## src/hdl/bcc_pkg.sv

```systemverilog
// Shared types and constants for the button click classifier.
package bcc_pkg;

	localparam int CFG_WIDTH = 16;

	localparam logic [1:0] CFG_DEBOUNCE     = 2'd0;
	localparam logic [1:0] CFG_DOUBLE_CLICK = 2'd1;
	localparam logic [1:0] CFG_LONG_CLICK   = 2'd2;

	localparam logic [CFG_WIDTH-1:0] DEBOUNCE_RESET     = 16'd50;
	localparam logic [CFG_WIDTH-1:0] DOUBLE_CLICK_RESET = 16'd300;
	localparam logic [CFG_WIDTH-1:0] LONG_CLICK_RESET   = 16'd1000;

	localparam logic [1:0] EV_NONE   = 2'd0;
	localparam logic [1:0] EV_CLICK  = 2'd1;
	localparam logic [1:0] EV_DOUBLE = 2'd2;
	localparam logic [1:0] EV_LONG   = 2'd3;

	typedef struct packed {
		logic        raw_level;
		logic [31:0] now_ms;
		logic        clear_request;
	} sample_t;

	typedef struct packed {
		logic [1:0] event_code;
		logic       pressed;
	} result_t;

	typedef struct packed {
		logic [CFG_WIDTH-1:0] debounce_ms;
		logic [CFG_WIDTH-1:0] double_click_ms;
		logic [CFG_WIDTH-1:0] long_click_ms;
	} cfg_t;

endpackage

```

## src/hdl/bcc_core.sv

```systemverilog
// Debounce and click classification state with its next-state logic.
module bcc_core #(
	parameter int TIME_BITS = 32
) (
	input  logic             clk,
	input  logic             arst_n,
	input  logic             step,
	input  bcc_pkg::sample_t sample,
	input  bcc_pkg::cfg_t    cfg,
	output bcc_pkg::result_t result
);

	logic                 last_raw_q;
	logic                 stable_q;
	logic [TIME_BITS-1:0] last_change_q;
	logic [TIME_BITS-1:0] press_time_q;
	logic [TIME_BITS-1:0] last_click_q;
	logic                 awaiting_q;
	logic [1:0]           event_q;

	logic                 stable_d;
	logic [TIME_BITS-1:0] last_change_d;
	logic [TIME_BITS-1:0] press_time_d;
	logic [TIME_BITS-1:0] last_click_d;
	logic                 awaiting_d;
	logic [1:0]           event_d;

	logic [TIME_BITS-1:0] now_t;
	logic [TIME_BITS-1:0] deb_diff;
	logic [TIME_BITS-1:0] press_diff;
	logic [TIME_BITS-1:0] click_diff;
	logic                 raw_chg;
	logic                 flip;
	logic                 just_armed;

	assign now_t      = TIME_BITS'(sample.now_ms);
	assign raw_chg    = sample.raw_level != last_raw_q;
	assign deb_diff   = raw_chg ? '0 : now_t - last_change_q;
	assign press_diff = now_t - press_time_q;
	assign click_diff = now_t - last_click_q;
	assign flip       = (deb_diff > TIME_BITS'(cfg.debounce_ms)) &&
		(stable_q != sample.raw_level);
	assign last_change_d = raw_chg ? now_t : last_change_q;

	always_comb begin
		stable_d     = stable_q;
		press_time_d = press_time_q;
		last_click_d = last_click_q;
		awaiting_d   = awaiting_q;
		event_d      = sample.clear_request ? bcc_pkg::EV_NONE : event_q;
		just_armed   = 1'b0;
		if (flip) begin
			stable_d = sample.raw_level;
			if (!sample.raw_level) begin
				press_time_d = now_t;
			end else if (press_diff >= TIME_BITS'(cfg.long_click_ms)) begin
				event_d    = bcc_pkg::EV_LONG;
				awaiting_d = 1'b0;
			end else if (awaiting_q &&
					click_diff <= TIME_BITS'(cfg.double_click_ms)) begin
				event_d    = bcc_pkg::EV_DOUBLE;
				awaiting_d = 1'b0;
			end else begin
				awaiting_d   = 1'b1;
				last_click_d = now_t;
				just_armed   = 1'b1;
			end
		end
		// A click armed in this sample is masked by just_armed and cannot time out yet.
		if (awaiting_d && !just_armed &&
				click_diff > TIME_BITS'(cfg.double_click_ms)) begin
			event_d    = bcc_pkg::EV_CLICK;
			awaiting_d = 1'b0;
		end
	end

	always_ff @(posedge clk or negedge arst_n) begin
		if (!arst_n) begin
			last_raw_q    <= 1'b1;
			stable_q      <= 1'b1;
			last_change_q <= '0;
			press_time_q  <= '0;
			last_click_q  <= '0;
			awaiting_q    <= 1'b0;
			event_q       <= bcc_pkg::EV_NONE;
		end else if (step) begin
			last_raw_q    <= sample.raw_level;
			stable_q      <= stable_d;
			last_change_q <= last_change_d;
			press_time_q  <= press_time_d;
			last_click_q  <= last_click_d;
			awaiting_q    <= awaiting_d;
			event_q       <= event_d;
		end
	end

	assign result.event_code = event_d;
	assign result.pressed    = !stable_d;

	a_flip_on_stable: assert property (@(posedge clk) disable iff (!arst_n)
		step && flip |=> stable_q == !result.pressed)
		else $error("stable level and pressed flag disagree after a flip");

	a_clear_no_old: assert property (@(posedge clk) disable iff (!arst_n)
		step && sample.clear_request && !flip && !awaiting_q |->
			result.event_code == bcc_pkg::EV_NONE)
		else $error("clear request did not remove the latched event");

endmodule

```

## src/hdl/button_click_classifier.sv

```systemverilog
// Top level of the button click classifier: handshakes, registers and core.
// A word accepted into the input register is classified into the result register.
// Throughput: one word per cycle while result_ready does not stall the output.
// The next sample may be taken while a finished result still waits to be taken.
// Reset clears both pipeline stages and the classifier state (released, no event),
// and loads the configuration registers with 50, 300 and 1000 ms.
module button_click_classifier #(
	parameter int TIME_BITS = 32
) (
	input  logic             clk,
	input  logic             arst_n,
	input  logic             sample_valid,
	output logic             sample_ready,
	input  bcc_pkg::sample_t sample,
	output logic             result_valid,
	input  logic             result_ready,
	output bcc_pkg::result_t result,
	input  logic             cfg_we,
	input  logic [1:0]       cfg_index,
	input  logic [15:0]      cfg_data
);

	bcc_pkg::cfg_t    cfg_q;
	logic             valid_s1;
	bcc_pkg::sample_t sample_s1;
	logic             valid_s2;
	bcc_pkg::result_t result_s2;
	bcc_pkg::result_t core_result;
	logic             ready_s2;
	logic             step;

	assign ready_s2     = !valid_s2 || result_ready;
	assign sample_ready = !valid_s1 || ready_s2;
	assign step         = valid_s1 && ready_s2;

	always_ff @(posedge clk or negedge arst_n) begin
		if (!arst_n) begin
			cfg_q.debounce_ms     <= bcc_pkg::DEBOUNCE_RESET;
			cfg_q.double_click_ms <= bcc_pkg::DOUBLE_CLICK_RESET;
			cfg_q.long_click_ms   <= bcc_pkg::LONG_CLICK_RESET;
		end else if (cfg_we) begin
			unique case (cfg_index)
				bcc_pkg::CFG_DEBOUNCE:     cfg_q.debounce_ms     <= cfg_data;
				bcc_pkg::CFG_DOUBLE_CLICK: cfg_q.double_click_ms <= cfg_data;
				bcc_pkg::CFG_LONG_CLICK:   cfg_q.long_click_ms   <= cfg_data;
				default: ;
			endcase
		end
	end

	always_ff @(posedge clk or negedge arst_n) begin
		if (!arst_n) begin
			valid_s1 <= 1'b0;
			valid_s2 <= 1'b0;
		end else begin
			if (sample_ready) begin
				valid_s1 <= sample_valid;
			end
			if (ready_s2) begin
				valid_s2 <= valid_s1;
			end
		end
	end

	always_ff @(posedge clk) begin
		if (sample_ready && sample_valid) begin
			sample_s1 <= sample;
		end
		if (step) begin
			result_s2 <= core_result;
		end
	end

	bcc_core #(
		.TIME_BITS(TIME_BITS)
	) u_core (
		.clk    (clk),
		.arst_n (arst_n),
		.step   (step),
		.sample (sample_s1),
		.cfg    (cfg_q),
		.result (core_result)
	);

	assign result_valid = valid_s2;
	assign result       = result_s2;

	a_ready_when_empty: assert property (@(posedge clk) disable iff (!arst_n)
		!result_valid |-> sample_ready)
		else $error("input stalled while the result register is empty");

	a_step_delivers: assert property (@(posedge clk) disable iff (!arst_n)
		step |=> result_valid)
		else $error("a processed word did not reach the result register");

	a_cfg_write: assert property (@(posedge clk) disable iff (!arst_n)
		cfg_we && cfg_index == bcc_pkg::CFG_DEBOUNCE |=>
			cfg_q.debounce_ms == $past(cfg_data))
		else $error("debounce register write was lost");

endmodule
```

## config.mk

```make
export PLATFORM = sky130hd
export DESIGN_NAME = button_click_classifier
export DESIGN_NICKNAME = d
export VERILOG_FILES = /design/src/hdl/bcc_pkg.sv /design/src/hdl/bcc_core.sv /design/src/hdl/button_click_classifier.sv
export SDC_FILE = /design/constraint.sdc
export NUM_CORES = 1
export LEC_CHECK = 0
export BUFFER_PORTS_ARGS = -buffer_cell sky130_fd_sc_hd__buf_2
export CAP_MARGIN = 20
export CORE_MARGIN = 5
export CORE_UTILIZATION = 33
export CTS_BUF_LIST = sky130_fd_sc_hd__clkbuf_2 sky130_fd_sc_hd__clkbuf_4 sky130_fd_sc_hd__clkbuf_8
export CTS_CLUSTER_DIAMETER = 40
export DETAILED_ROUTE_END_ITERATION = 16
export PLACE_DENSITY = 0.52
export RECOVER_POWER = 100
export SETUP_SLACK_MARGIN = 0.1
export SYNTH_ARGS = -nofsm -noshare
export SYNTH_HDL_FRONTEND = slang
export SYNTH_SLANG_ARGS = --single-unit
```

## constraint.sdc

```tcl
create_clock -name clk -period 7 [get_ports clk]
set_clock_uncertainty 0.05 [all_clocks]
set_input_delay 1.4 -clock clk [delete_from_list [all_inputs] [get_ports clk]]
set_output_delay 1.4 -clock clk [all_outputs]
set_load 0.05 [all_outputs]
```

# Yosys cells after proc, flatten, opt, wreduce, memory -nomap -nowiden
# Cells that the tools add are included.
[classes]
order_cmp = 4
n_reduce_logical = 19
muxes = 15
bitwise_logic = 3
add_sub_neg = 3
eq_ne = 4
[op_table]
columns = ["operator", "n"]
rows = [
  ["32-bit subtractor", 3],
  ["32-bit by 16-bit greater-than comparator with 1-bit output", 2],
  ["32-bit by 16-bit >= comparator with 1-bit output", 1],
  ["32-bit by 16-bit less-or-equal comparator with 1-bit output", 1],
  ["32-bit 2-to-1 mux", 1],
  ["2-bit 2-to-1 mux", 6],
  ["1-bit 2-to-1 mux", 8],
  ["2-bit AND reduction", 4],
  ["1-bit logical AND", 6],
  ["5-bit AND reduction", 1],
  ["1-bit zero test", 4],
  ["1-bit inverter", 3],
  ["3-bit AND reduction", 1],
  ["2-bit by 1-bit equality test with 1-bit output, second input constant", 1],
  ["2-bit equality test, second input constant", 1],
  ["2-bit zero test", 1],
  ["1-bit logical OR", 2],
  ["1-bit inequality test", 2],
]
[totals]
word_cells = 65
in_bits = 57
regBits = 188

# Logic depth before layout (Yosys ltp)
# Gate-level depths: netlist of run 1.
[logic_depth]
word_depth = 11
ltp_mapped = 26
ltp_nobuf = 24

# Cells and area by module
# A second synthesis of run 1 with hierarchy kept.
[unflattened]
hier_cells = 1515
area_unflattened_um2 = 14520.2
[by_module_without_submodules]
columns = ["module", "area_each_um2", "n_inst", "cells_per_inst", "seq_area_each_um2"]
rows = [
  ["bcc_core", 11488.5, 1, 1368, 2529.9],
  ["button_click_classifier", 3031.7, 1, 147, 2378.5],
]

# Worst setup path before layout of run 1
# Ideal clock, no wire load.
[synth_path]
path_kind = "flip-flop to flip-flop"
start = "register sample_s1[1] in the netlist's numbering"
end = "register u_core.press_time_q[22]"
synth_period_minus_slack_ns = 5.536
slack_ns = 1.464
t_required_ns = 6.825
path_buffers = 1
setup_time_ns = 0.125
arrival_time_ns = 5.361
path_stages_with_launch = 26
path_cell_list = "edfxtp_1 > inv_1 > ha_1 > inv_1 > fa_1 > a21o_1 > a31o_1 > a21oi_1 > o21bai_1 > a21oi_1 > o21ai_0 > xnor2_1 > nor2_1 > ha_1 > nand2_1 > nor2_1 > a2111oi_0 > nor2_1 > a2111oi_0 > a31oi_1 > or4_4 > nor4_4 > a32oi_1 > nand4b_1 > buf_4 > mux2_2"
[synth_via]
elab_chain_len = 5
[synth_rtl]
columns = ["item", "line_no", "rtl"]
rows = [
  ["from (decl)", "button_click_classifier.sv:25", "bcc_pkg::sample_t sample_s1;"],
  ["from (signal assigned)", "button_click_classifier.sv:67", "sample_s1 <= sample;"],
  ["32-bit subtractor", "bcc_core.sv:38", "assign deb_diff = raw_chg ? '0 : now_t - last_change_q;"],
  ["32-bit 2-to-1 mux", "bcc_core.sv:38", ""],
  ["32-bit by 16-bit greater-than comparator with 1-bit output", "bcc_core.sv:41", "assign flip = (deb_diff > TIME_BITS'(cfg.debounce_ms)) &&"],
  ["1-bit logical AND", "bcc_core.sv:41", ""],
  ["3-bit AND reduction (no line)", "n/a", ""],
  ["to (signal assigned)", "bcc_core.sv:90", "press_time_q <= press_time_d;"],
  ["to (decl)", "bcc_core.sv:16", "logic [TIME_BITS-1:0] press_time_q;"],
]
# Every way passes these cells.
# A chain may end at the register's enable or synchronous reset.

# Worst setup path in the final report of run 1
[layout_path]
start = "register sample_s1[6] in the netlist's numbering"
end = "register u_core.last_click_q[5]"
[layout_via]
elab_chain_len = 5
word_cells_on_any_way = 12
classes_between = "add/sub (3); order compare (3); mux (1); bitwise (2); reduce/logical (3)"
[layout_rtl]
columns = ["item", "line_no", "rtl"]
rows = [
  ["32-bit subtractor (on tied branches)", "bcc_core.sv:38, bcc_core.sv:40", ""],
  ["32-bit 2-to-1 mux / 32-bit by 16-bit less-or-equal comparator with 1-bit output (equally long branches)", "bcc_core.sv:38, bcc_core.sv:60", ""],
  ["32-bit by 16-bit greater-than comparator with 1-bit output / 1-bit logical AND (equally long branches)", "bcc_core.sv:41, bcc_core.sv:59", ""],
  ["1-bit logical AND / 1-bit inverter (equally long branches)", "n/a", ""],
  ["5-bit AND reduction (no line)", "n/a", ""],
  ["to (signal assigned)", "bcc_core.sv:91", "last_click_q <= last_click_d;"],
  ["to (decl)", "bcc_core.sv:17", "logic [TIME_BITS-1:0] last_click_q;"],
]
# Several ways; a longest one is shown, not always the timed one.

==> results.txt, run 1 <==
In this run, CTS created clock tree buffers numbering 17. The top fanout value on the critical path came out at 32. For the pin with the worst max-slew slack, the measured transition is 2.79 ns. The sequential element share of the synthesized area came out at 0.349.

Internal power comes to about 0.0029 W. The final critical-path share of the clock period came out at 0.934. For this run, global-route usage on met2 was measured as 0.262. The sink count of the clock tree is roughly 190.

The average instance in the mapped netlist occupies ~9.5 sq um. The flip-flop and latch count after synthesis is approximately 190. The placed cell area is between 10000 and 15000 sq um.

The tree is rooted in a sky130_fd_sc_hd__clkbuf_8. The flow ran to the end, but the final reports show violations. Measured in cells, the most critical reg-to-reg path has a length of 21. After synthesis, the share of flip-flops with an asynchronous set or reset is 0.803. The die height is between 200 and 250 um. In the layout the commonest cells are sky130_fd_sc_hd__inv_1, sky130_fd_sc_hd__ha_1, sky130_fd_sc_hd__dfrtp_1, sky130_fd_sc_hd__nand2_1, sky130_fd_sc_hd__a21oi_1. The first-pass GRT wire length came out at approximately 59000 um. Setup violations remaining at the end of the flow were counted as 0. The worst hold path cell count came out at 2. The type of the most critical hold path is flip-flop to flip-flop.

The analysis attributes to cell leakage a power of around 6.7 nW. Based on the critical path, the design can be clocked at up to between 150 and 200 MHz. The die area is roughly 47000 sq um. Timing analysis after detailed placement gives a worst setup slack of 0.542 ns. The routed wire length is approximately 37000 um. The part of the total power dissipated in combinational logic came out at 0.553. In this run the deepest clock path goes through 2 buffers. The number of violations of the max-capacitance limit came out at 4. After routing the design area is approximately 15000 sq um.

The depth of the CTS H-tree is 4. After global routing, the most crowded layer is met2. The main flop type after synthesis is sky130_fd_sc_hd__dfrtp_1. The standard-cell row count is 75. After layout, the worst setup slack is 0.462 ns. The proportion of layout cells with a drive suffix above 1 came out at 0.143.

In this run the power density over the cells is between 300 and 400 nW/um^2. The number of endpoints with negative hold slack in the final report is 0. The core outline area is 42000 sq um.

The final standard cell utilization of the core came out at 0.361. The initial utilization of the core area, before any placement, comes to 0.334. The worst hold slack came out at ~0.44 ns. The critical path in this run is classified as flip-flop to flip-flop.

In this run, post-CTS hold repair placed 0 buffers. For this design the top-level I/O count stands at 62. The via count of the routed design came out at roughly 11000.

Entering global routing, the biggest net connects 68 pins. Buffers added to address setup during post-CTS repair amount to 0. The count of TritonRoute iterations in the first routing pass is 5.

The number of enable-type register cells in the synthesized netlist is 37. The Yosys step of the flow raised 0 warnings. Synthesis handed over a netlist of around 1500 instances. The average wire length per cell after detail routing is about 18 um.

The layout filler cell count is between 4000 and 5000. The global routing usage summed across all routing layers is 0.157. The via density per instance came out at 5.31. The relative area change from synthesis to final layout came out at 7.91%.

The met1 track demand over resource in global routing is 0.218. The count of nets left with antenna violations after detail routing is 0. The total negative slack is 0 ns. The clock input transition at the sequential cells of the worst setup and hold paths came out at ~0.10 ns. The detailed router's first-iteration violation count is approximately 640.

Setup repair after global routing left no endpoint under its margin. The number of buffer cells added on primary ports came out at slightly above 60. The final reports fail on max-capacitance violations, max-slew violations. The arrival time of data at the critical path endpoint came out at 6.86 ns. For this design the total switching power over the nets is roughly 0.0022 W. The worst setup path is captured at a flip-flop. Leaving out fill and tap cells, the most frequent cell in the layout is sky130_fd_sc_hd__inv_1.

The overflow left after global routing is 0. The data required time of the critical path came out at about 7.3 ns. The part of the power in the clock network is 0.150.

The clock tree from TritonCTS is yes. The worst setup path is launched from a flip-flop. The initial antenna violation count came out at 0. The share of total power dissipated in sequential elements is 0.296. The met3 track utilization from global routing is 0.0194. In this run the horizontal extent of the chip is ~220 um.

The total count of max-transition violations in the final report came out at 191. The sum of net half-perimeters after detailed placement is around 30000 um. The worst-case IR drop observed on VDD is between 0.00015 and 0.0002 V. Synthesis instantiated between 80 and 90 different standard cells from the library. The number of design rule violations left after detail routing came out at 0. Counting every net in the synthesized netlist gives approximately 1700. Routability-driven placement finished with a final weighted congestion of roughly 0.89. Of the total power, the share spent switching nets is 0.436. The tightest slew margin relative to the limit came out at -0.859. At the later pin of the worst-skew pair, clock insertion delay measures between 0.4 and 0.5 ns.

After layout, the minimum clock period comes to approximately 6.5 ns. The area of the mapped netlist is approximately 14000 sq um. The number of nets at the end of the flow came out at approximately 1700. The via count of the first global-routing pass is about 11000.
layout make-up:
class                           instances  area, sq um  area share
Tap cell                              539          674      0.0445
Inverter                              174          653      0.0431
Timing Repair Buffer                   73          372      0.0245
Clock inverter                         15          178      0.0117
Antenna cell                            1         2.50    0.000165
Clock buffer                           17          234      0.0154
Multi-Input combinational cell       1081         8140       0.537
Sequential cell                       188         4910       0.324
worst max-delay path, stage by stage, from the launching register on:
cell and delay [ns]:
sky130_fd_sc_hd__edfxtp_1 0.48, sky130_fd_sc_hd__buf_4 0.20, sky130_fd_sc_hd__ha_1 0.38, sky130_fd_sc_hd__o21a_1 0.16
sky130_fd_sc_hd__o211ai_2 0.08, sky130_fd_sc_hd__a31oi_2 0.28, sky130_fd_sc_hd__o21ai_0 0.19, sky130_fd_sc_hd__o21ai_0 0.43
sky130_fd_sc_hd__a31oi_1 0.18, sky130_fd_sc_hd__xnor2_1 0.28, sky130_fd_sc_hd__ha_1 0.32, sky130_fd_sc_hd__and4_1 0.19
sky130_fd_sc_hd__a221o_1 0.32, sky130_fd_sc_hd__a31oi_1 0.14, sky130_fd_sc_hd__a31oi_1 0.11, sky130_fd_sc_hd__or4b_2 0.64
sky130_fd_sc_hd__nor4_1 0.31, sky130_fd_sc_hd__o2111ai_1 0.23, sky130_fd_sc_hd__or4_4 0.61, sky130_fd_sc_hd__and4_4 0.19
sky130_fd_sc_hd__buf_4 0.26, sky130_fd_sc_hd__mux2_1 0.37
path summary, 6_finish.rpt:
check	from	to	slack, ns
max reg2reg	sample_s1[6]	u_core.last_click_q[5]	0.46
min in group asynchronous	arst_n	u_core.press_time_q[29]	1.44
min	u_core.last_raw_q	u_core.last_raw_q	0.44
max	sample_s1[6]	u_core.last_click_q[5]	0.46
min reg2reg	u_core.last_raw_q	u_core.last_raw_q	0.44
max in group asynchronous	arst_n	u_core.press_time_q[8]	1.98
registers in the layout, summed over array words and instances, names as in the netlist, 2 cells and up:
register,count
u_core.last_change_q,32
u_core.event_q,2
u_core.last_click_q,32
sample_s1,34
result,3
cfg_q,48
u_core.press_time_q,32
synth_stat cells, drive strengths merged, types with 4 or more instances:
cell,number,area [sq um]
a31o,4,35.0
nor4,6,58.8
edfxtp,37,1110
a2111oi,10,87.6
a211oi,11,82.6
nand2b,11,68.8
dfrtp,136,3400
nor3b,4,30.0
xor2,27,236
clkbuf,32,121
buf,11,114
or3,6,37.5
a31oi,23,150
o211ai,23,178
dfstp,15,394
a32oi,5,43.8
nand4,22,138
nand3b,5,37.5
mux2,125,1520
mux2i,8,80.1
or2,4,25.0
o21a,12,90.1
and3,4,25.0
a21oi,110,566
a211o,4,35.0
o2111ai,9,78.8
nor3,25,125
and2,10,62.6
inv,173,649
xnor2,42,368
nor2,82,308
a21o,29,218
o41ai,4,72.6
nand3,30,150
ha,141,1760
o21ai,87,435
nand2,122,458
o311ai,4,35.0
o21bai,9,67.6
nor2b,12,75.1
power by group through the flow:
stage / Sequential, W / Clock, W / Combinational (W)
detailed placement: 0.00154 / 0 / 0.00282
finish: 0.00151 / 0.000767 / 0.00283
global route: 0.00154 / 0.000846 / 0.00316
global placement: 0.00153 / 0 / 0.00282
CTS: 0.00151 / 0.000805 / 0.00284
floorplan: 0.00150 / 0 / 0.00213
per-stage QoR:
step	power, W	cells
6_report	0.00511	2088
5_1_grt	0.00556	2087
4_1_cts	0.00516	2087
3_5_place_dp	0.00436	2055
3_3_place_gp	0.00435	2054
2_1_floorplan	0.00364	1486
cell families after synthesis:
group / Yosys count / share of synthesized area
buf+inv: 217 / 0.0632
simple gates: 355 / 0.122
flops: 188 / 0.349
compound gates: 380 / 0.179
mux: 133 / 0.114
xor+xnor: 69 / 0.0430
fa+ha+maj: 144 / 0.130
metal layers:
metal | up-vias | wire length, um | part of all wire
li1 | 5462 | - | -
met1 | 5362 | 17800 | 0.48
met2 | 217 | 17600 | 0.48
met3 | 38 | 1010 | 0.027
met4 | 0 | 645 | 0.017
met5 | - | 0 | 0
what timing repair did:
action / CTS / global route
hold endpoints to repair: 0 / 0
endpoints found under the setup margin: 0 / 31
resized for setup: 0 / 5
(Power assumes the default switching activity.)
==> inputs of run 2 (changes only) <==
==> constraint.sdc (replaced) <==
create_clock -name clk -period 8.2 [get_ports clk]
set_clock_uncertainty 0.05 [all_clocks]
set_input_delay 1.64 -clock clk [delete_from_list [all_inputs] [get_ports clk]]
set_output_delay 1.64 -clock clk [all_outputs]
set_load 0.05 [all_outputs]
==> run 2 against run 1 <==
Compared with the run above:
- the run still ends with max-capacitance violations, max-slew violations left
- register-to-register slack gained 0.94 ns
- combinational power shrank 16%
- cell area shrank 0.41%
- first-iteration DRC count grew 24%
- sequential share of layout area grew 0.13 points
- global-route usage grew 0.34 points
- via count shrank 0.25%
- highest routed layer is now met5
- sequential power shrank 15%
- fmax shrank 3.8%
==> results.txt, run 2 (synthesis results as in run 1) <==
The routed wire length is 37300 um (+0.71%). The data required time of the critical path is 8.53 ns (+1.21 ns). The layout filler cell count came out at 4332 (-0.96%). The count of cells along the worst register-to-register path is 25 (+19%). The checks that failed: max-capacitance violations, max-slew violations. The worst hold path cell count is 2 (unchanged). The critical path ends at u_core.press_time_q[6]. The worst-case clock buffer depth came to 2 (unchanged).

The standard-cell row count is 75 (unchanged). The worst hold slack came to 0.428 ns (-0.00932 ns). The overflow left after global routing is 0 (unchanged).

The top fanout value on the critical path is 32 (unchanged). The number of ports placed on the die boundary came to 62 (unchanged). The sink count of the clock tree came out at 188 (unchanged). The total clock buffers created by CTS is 17 (unchanged). The via density per instance came to 5.31 (about the same). The proportion of layout cells with a drive suffix above 1 is 0.141 (-0.00268).

Counting flops per register, the top entry is cfg_q. By instance count, the cell type seen most on the critical path is sky130_fd_sc_hd__nor2_1. STA classifies the critical path startpoint as a flip-flop. The effective utilization at floorplan is 0.334 (unchanged). The buffer cell driving the clock tree root is sky130_fd_sc_hd__clkbuf_8. The relative area change from synthesis to final layout is 7.46%. By startpoint and endpoint, the worst setup path is classified as flip-flop to flip-flop. The number of violations of the max-capacitance limit came out at 4 (unchanged). The total count of max-transition violations in the final report came out at 169 (-12%). The reported leakage power is 6.63 nW (-0.45%).

The path class of the tightest hold or removal check is flip-flop to flip-flop. The cell area after layout is 15100 sq um (-0.41%). The total buffers and inverters traversed by the critical path is 3 (+1). The number of endpoints with negative hold slack in the final report came out at 0 (unchanged). The number of cells upsized or downsized after cts came out at 0 (unchanged). The largest incremental delay on the critical path is 0.71 ns (+0.07 ns).

The most critical setup path has its startpoint at sample_s1[1]. The global routing usage summed across all routing layers came out at 0.161 (+0.00343). The worst ir drop on vdd came to 0.000164 V (-10%). The number of stages on the worst setup path is 25 (+19%). The number of nets at the end of the flow is 1730 (-0.35%).

TritonCTS built the clock tree. Broken down by cell family, the worst path's largest delay share belongs to compound AO/OA/AOI/OAI gates. The total power divided by cell area is 287 nW/um^2 (-15%).

The final critical-path share of the clock period is 0.829 (-0.105). The detailed router's first-iteration violation count is 793 (+24%). The largest registers in the layout are cfg_q: 48 flops, sample_s1: 34 flops. The count of nets left with antenna violations after detail routing is 0 (unchanged). The startpoint identified for the worst register-to-register timing path is sample_s1[1]. The transition at the pin with the smallest max-transition slack came out at 3.20 ns (+0.412 ns). The post-route minimum period came to 6.80 ns (+0.260 ns). The average wire length per cell after detail routing came to 17.9 um (+0.95%). In the layout the commonest cells are sky130_fd_sc_hd__inv_1, sky130_fd_sc_hd__ha_1, sky130_fd_sc_hd__dfrtp_1, sky130_fd_sc_hd__nand2_1, sky130_fd_sc_hd__a21oi_1. The first-pass GRT wire length came out at 60400 um (+3.0%). The final setup violation count came to 0 (unchanged). The final standard cell utilization of the core came to 0.359 (-0.00149). The worst setup path is captured at a flip-flop.

The die area is 46800 sq um (unchanged). The initial antenna violation count came out at 2 (+2). The total negative slack came out at 0 ns (unchanged).

The total setup buffers inserted after CTS was 0 (unchanged). The flow ran to the end, but the final reports show violations. Leaving out fill and tap cells, the most frequent cell in the layout is sky130_fd_sc_hd__inv_1. The placed cell area came out at 14800 sq um (-0.37%). The via count of the routed design came to 11100 (-0.25%). The maximum frequency from static timing analysis is 147 MHz (-3.8%). The number of design rule violations left after detail routing is 0 (unchanged). The worst setup slack for register-to-register paths came out at 1.40 ns (+0.94 ns). The die boundary width came out at 216 um (unchanged). In this run the critical register-to-register path is captured at u_core.press_time_q[6]. The core outline area came out at 42000 sq um (unchanged).

The clock input transition at the sequential cells of the worst setup and hold paths came out at 0.10 ns (about the same). The post-cts hold buffer count came to 0 (unchanged). The arrival time of data at the critical path endpoint came out at 7.12 ns (+0.26 ns). The critical path's slowest cell is sky130_fd_sc_hd__or4_2. The tightest slew margin relative to the limit came out at -1.13 (-0.274). The depth of the CTS H-tree came to 4 (unchanged). The flip-flop count of the largest register, all copies and words added was 48 (unchanged).

The sum of net half-perimeters after detailed placement is 29800 um (-0.26%). The pin count of the biggest net entering global routing came out at 57 (-16%). The die height is 216 um (unchanged). The number of buffer cells added on primary ports came out at 61 (unchanged). The count of TritonRoute iterations in the first routing pass is 7 (+2). The final weighted congestion in routability-driven placement is 0.877 (-1.1%). The via count of the first global-routing pass is 11100 (+4.6%). Setup repair after global routing left no endpoint under its margin. The clock insertion delay at the later pin of the skew report is 0.49 ns (about the same).
[run 2: worst min path at each step]
stage / startpoint / endpoint / slack, ns
floorplan: u_core.last_change_q[1] / u_core.last_change_q[1] / 0.40
global placement: u_core.last_raw_q / u_core.last_raw_q / 0.41
detailed placement: u_core.last_raw_q / u_core.last_raw_q / 0.42
CTS: u_core.last_raw_q / u_core.last_raw_q / 0.43
global route: u_core.last_raw_q / u_core.last_raw_q / 0.46
finish: u_core.last_raw_q / u_core.last_raw_q / 0.43
[run 2: area by class of cell]
type	count	area [sq um]	area share
Multi-Input combinational cell	1081	8130	0.538
Antenna cell	2	5.00	0.000332
Tap cell	539	674	0.0447
Clock buffer	21	270	0.0179
Sequential cell	188	4910	0.325
Clock inverter	11	134	0.00887
Timing Repair Buffer	67	324	0.0215
Inverter	174	653	0.0433
[run 2: stage by stage]
step           std cells  power [W]  worst slack (ns)
2_1_floorplan       1486    0.00310              2.66
3_3_place_gp        2049    0.00369              1.99
3_5_place_dp        2049    0.00370              1.77
4_1_cts             2081    0.00438              1.75
5_1_grt             2082    0.00474             0.622
6_report            2083    0.00434              1.40
[run 2: routing by layer]
metal  share of wire  track usage  up-vias
li1                -            -     5440
met2            0.47        0.264      217
met5         0.00054            0        -
met3           0.030       0.0201       50
met4           0.025       0.0553        2
met1            0.48        0.220     5342
[run 2: power by group]
part,internal [W],switching (W)
clock,0.000295,0.000359
combinational,0.000995,0.00139
sequential,0.00117,0.000120
total,0.00246,0.00187
[run 2: worst register-to-register path, cell delays in order, from the launching register on]
cell,delay [ns]
sky130_fd_sc_hd__edfxtp_1,0.42
sky130_fd_sc_hd__inv_1,0.14
sky130_fd_sc_hd__ha_1,0.19
sky130_fd_sc_hd__inv_1,0.06
sky130_fd_sc_hd__fa_1,0.39
sky130_fd_sc_hd__a21o_1,0.19
sky130_fd_sc_hd__a31o_1,0.24
sky130_fd_sc_hd__a21oi_1,0.22
sky130_fd_sc_hd__o21bai_1,0.09
sky130_fd_sc_hd__a21oi_1,0.22
sky130_fd_sc_hd__o21ai_0,0.18
sky130_fd_sc_hd__xnor2_1,0.19
sky130_fd_sc_hd__nor2_1,0.06
sky130_fd_sc_hd__ha_1,0.27
sky130_fd_sc_hd__nand2_1,0.08
sky130_fd_sc_hd__nor2_1,0.05
sky130_fd_sc_hd__a2111oi_0,0.36
sky130_fd_sc_hd__nor2_1,0.09
sky130_fd_sc_hd__a2111oi_0,0.36
sky130_fd_sc_hd__a31oi_1,0.28
sky130_fd_sc_hd__or4_2,0.71
sky130_fd_sc_hd__nor4_1,0.56
sky130_fd_sc_hd__a32oi_1,0.25
sky130_fd_sc_hd__nand4b_1,0.17
sky130_fd_sc_hd__buf_4,0.45
sky130_fd_sc_hd__mux2_2,0.42
==> inputs of run 3 (changes only) <==
--- a/config.mk
+++ b/config.mk
@@ -5,6 +5,7 @@
 export SDC_FILE = /design/constraint.sdc
 export NUM_CORES = 1
 export LEC_CHECK = 0
+export ABC_AREA = 1
 export BUFFER_PORTS_ARGS = -buffer_cell sky130_fd_sc_hd__buf_2
 export CAP_MARGIN = 20
 export CORE_MARGIN = 5
@@ -12,7 +13,7 @@
 export CTS_BUF_LIST = sky130_fd_sc_hd__clkbuf_2 sky130_fd_sc_hd__clkbuf_4 sky130_fd_sc_hd__clkbuf_8
 export CTS_CLUSTER_DIAMETER = 40
 export DETAILED_ROUTE_END_ITERATION = 16
-export PLACE_DENSITY = 0.52
+export PLACE_DENSITY = 0.54
 export RECOVER_POWER = 100
 export SETUP_SLACK_MARGIN = 0.1
 export SYNTH_ARGS = -nofsm -noshare
==> constraint.sdc (replaced) <==
create_clock -name clk -period 6.1 [get_ports clk]
set_clock_uncertainty 0.05 [all_clocks]
set_input_delay 1.22 -clock clk [delete_from_list [all_inputs] [get_ports clk]]
set_output_delay 1.22 -clock clk [all_outputs]
set_load 0.05 [all_outputs]
==> run 3 against run 2 <==
Compared with the run above:
- the flow still finishes with violations (max-capacitance violations, max-slew violations)
- die area grew 13%
- hold slack gained 0.014 ns
- synthesized area rose by 14%
- fmax is 40% higher
- register-to-register slack got worse by 0.17 ns
- sequential share of layout area down 4.3 points
- highest routed layer is now met4
==> results.txt, run 3 <==
Setup repair after global routing left no endpoint under its margin. The final setup violation count came to 0 (unchanged). The number of endpoints with negative hold slack in the final report came out at 0 (unchanged). The least setup slack across all paths after layout came out at 1.23 ns (-0.167 ns). The register name with the most flops is cfg_q. The worst-case clock buffer depth is 2 (unchanged).

The data required time of the critical path came out at 6.47 ns (-2.06 ns). After synthesis, the most frequently instantiated cells are sky130_fd_sc_hd__nand2_1, sky130_fd_sc_hd__inv_1, sky130_fd_sc_hd__nor2_1. The sequential element share of the synthesized area was 0.307 (-0.0428). The path class of the tightest hold or removal check is flip-flop to flip-flop. The number of nets in the synthesized netlist was 2737 (+62%). The number of buffer cells added on primary ports is 61 (unchanged). The detailed router's first-iteration violation count came out at 929 (+17%). The transition at the pin with the smallest max-transition slack came out at 3.61 ns (+0.409 ns). The critical path in this run is classified as flip-flop to flip-flop. The global routing usage summed across all routing layers was 0.198 (+0.0366). The clock input transition at the sequential cells of the worst setup and hold paths is 0.11 ns (about the same). The arrival time of data at the critical path endpoint is 5.23 ns (-1.89 ns). The final reports fail on max-capacitance violations, max-slew violations.

The pin count of the biggest net entering global routing was 65 (+14%). The count of non-filler cells in the finished layout is 3219 (+55%). The total power divided by cell area came out at 397 nW/um^2 (+38%). The synthesized netlist cell count is 2536 (+71%). The number of warnings printed during yosys synthesis came out at 0 (unchanged).

Among all flip-flop cells after synthesis, the most frequent one is sky130_fd_sc_hd__dfrtp_1. The first-pass GRT wire length is 81500 um (+35%). The final weighted congestion in routability-driven placement came out at 1.05 (+20%). The library cell used most frequently in the layout, excluding fill and tap cells, is sky130_fd_sc_hd__nand2_1. The die area came out at 53000 sq um (+13%). The worst ir drop on vdd is 0.000161 V (-2.2%). The number of design rule violations left after detail routing came out at 0 (unchanged). The final critical-path share of the clock period came out at 0.798 (-0.0314). The initial antenna violation count came out at 0 (-2). The total clock buffers created by CTS was 17 (unchanged).

The count of TritonRoute iterations in the first routing pass came out at 5 (-2). The fraction of registers with async set or reset after synthesis was 0.803 (unchanged). sky130_fd_sc_hd__nand2_1 is the most common cell in the netlist. The flip-flop and latch count after synthesis came out at 188 (unchanged). The via count of the first global-routing pass is 14900 (+34%). The clock insertion delay at the later pin of the skew report came out at 0.53 ns (+0.04 ns). In this design, the critical path's most frequently occurring cell is sky130_fd_sc_hd__nand2_1. The number of cells upsized or downsized after cts was 0 (unchanged).

In the post-synthesis netlist, the biggest area contributors are sky130_fd_sc_hd__nand2_1, sky130_fd_sc_hd__dfrtp_1, sky130_fd_sc_hd__inv_1, sky130_fd_sc_hd__ha_1, sky130_fd_sc_hd__edfxtp_1. STA classifies the critical path startpoint as a flip-flop. CTS placed an instance of sky130_fd_sc_hd__clkbuf_8 at the clock tree root. The post-route minimum period was 4.87 ns (-1.93 ns). The number of violations of the max-capacitance limit is 2 (-2). The standard-cell row count came to 80 (+6.7%). The area of the mapped netlist came out at 16000 sq um (+14%). The total negative slack is 0 ns (unchanged). The effective utilization at floorplan is 0.335 (+0.000412). The flip-flop count of the largest register, all copies and words added came out at 48 (unchanged).

The worst slack after detailed placement is 1.49 ns (-0.283 ns). The portion of synthesized cell area occupied by the leading cell type was 0.217 (-0.0256). The number of ports placed on the die boundary is 62 (unchanged).

The sink count of the clock tree is 188 (unchanged). The post-cts hold buffer count came out at 0 (unchanged). The run finished, with violations left.

The synthesized area per cell came to 6.31 sq um (-33%). The maximum frequency from static timing analysis came out at 206 MHz (+40%). The largest registers in the layout are cfg_q: 48 flops, sample_s1: 34 flops. The critical path endpoint category is a flip-flop.

The count of different cell masters after synthesis was 42 (-51%). The core outline area is 47800 sq um (+14%). The total buffers and inverters traversed by the critical path is 4 (+1).

The tightest slew margin relative to the limit is -1.41 (-0.273). The die height is 230 um (+6.4%). The reported leakage power is 10.0 nW (+51%). The average wire length per cell after detail routing was 16.2 um (-9.7%).

The clock tree from TritonCTS is yes. The overflow left after global routing came out at 0 (unchanged). The worst hold slack came out at 0.442 ns (+0.0140 ns). The total setup buffers inserted after CTS is 0 (unchanged).

In the layout the commonest cells are sky130_fd_sc_hd__nand2_1, sky130_fd_sc_hd__inv_1, sky130_fd_sc_hd__nor2_1, sky130_fd_sc_hd__o21ai_0, sky130_fd_sc_hd__ha_1. The count of nets left with antenna violations after detail routing is 0 (unchanged). The proportion of layout cells with a drive suffix above 1 is 0.0415 (-0.0993). The largest incremental delay on the critical path came out at 0.67 ns (-0.04 ns).

The routed wire length is 52100 um (+40%). The count of antenna diodes in the layout came out at 0 (-2). The layout filler cell count is 5296 (+22%). The total count of max-transition violations in the final report is 97 (-43%). The via density per instance was 4.74 (-11%). The placed cell area came out at 17000 sq um (+14%). The top fanout value on the critical path came out at 64 (+100%). The number of enable-type register cells in the synthesized netlist is 37 (unchanged). The family with the most delay on the worst path is simple AND/OR/NAND/NOR gates. The depth of the CTS H-tree came out at 4 (unchanged).

The cell area after layout came to 17400 sq um (+15%). The placed instance count was 3187 (+56%). The die boundary width is 230 um (+6.4%). The via count of the routed design is 15300 (+38%). The number of nets at the end of the flow is 2792 (+61%). For this design, the slowest cell found on the critical path is sky130_fd_sc_hd__nand2_2.

The leading area contributor after synthesis is sky130_fd_sc_hd__nand2_1. The relative area change from synthesis to final layout is 8.49%. The sum of net half-perimeters after detailed placement is 43700 um (+47%).
==> run 3: cell types whose count changed after synthesis, moves of 21 or more <==
cell | previous run | this run
sky130_fd_sc_hd__nand2_1 | 122 | 924
sky130_fd_sc_hd__o21ai_1 | 3 | 26
sky130_fd_sc_hd__a31oi_1 | 22 | 1
sky130_fd_sc_hd__xnor2_1 | 42 | 5
sky130_fd_sc_hd__mux2_4 | 29 | 0
sky130_fd_sc_hd__inv_1 | 173 | 560
sky130_fd_sc_hd__o21ai_0 | 84 | 145
sky130_fd_sc_hd__a21o_1 | 29 | 2
sky130_fd_sc_hd__mux2_2 | 96 | 0
sky130_fd_sc_hd__nor2_1 | 82 | 171
sky130_fd_sc_hd__o211ai_1 | 22 | 1
sky130_fd_sc_hd__nand3_1 | 30 | 111
==> run 3: stage by stage <==
step	util	total power, W
CTS	0.364	0.00696
global placement	0.355	0.00594
finish	0.363	0.00689
detailed placement	0.355	0.00597
floorplan	-	0.00480
global route	0.363	0.00763
==> run 3: worst paths after layout <==
kind	startpoint	end	slack [ns]	cells past startpoint
max	sample_s1[1]	u_core.press_time_q[7]	1.23	25
max in group asynchronous	arst_n	u_core.last_change_q[22]	1.62	2
min reg2reg	cfg_q[15]	cfg_q[15]	0.44	2
max reg2reg	sample_s1[1]	u_core.press_time_q[7]	1.23	25
min in group asynchronous	arst_n	u_core.last_click_q[20]	1.85	1
min	cfg_q[15]	cfg_q[15]	0.44	2
==> run 3: worst min-delay path: stages, from the launching register on <==
cell and delay, ns:
sky130_fd_sc_hd__dfrtp_1 0.36, sky130_fd_sc_hd__nand2_1 0.05, sky130_fd_sc_hd__o21ai_0 0.06
==> run 3: logic make-up after synthesis <==
logic type / share of synthesized area
xor+xnor: 0.0186
fa+ha+maj: 0.114
buf+inv: 0.142
compound gates: 0.0917
flops: 0.307
simple gates: 0.327
==> run 3: report_power, final <==
group          switching, W  leakage, nW  internal, W
Combinational       0.00272         7.69      0.00140
Sequential         0.000209         2.10      0.00160
Clock              0.000526        0.219     0.000432
Total               0.00346         10.0      0.00343
==> run 3: cell type report <==
class                           instances  area, sq um  share of cell area
Clock buffer                           18          248              0.0143
Clock inverter                         14          199              0.0115
Inverter                              562         2110               0.121
Multi-Input combinational cell       1755         8810               0.508
Sequential cell                       188         4910               0.283
Tap cell                              615          769              0.0443
Timing Repair Buffer                   67          315              0.0182
==> run 3: metal layers <==
metal / wire [um] / up-vias / track usage / share of wire
li1: - / 7880 / - / -
met1: 23500 / 6989 / 0.252 / 0.45
met2: 25000 / 300 / 0.346 / 0.48
met3: 1640 / 81 / 0.0206 / 0.031
met4: 1910 / 0 / 0.0747 / 0.037
met5: 0 / - / 0 / 0
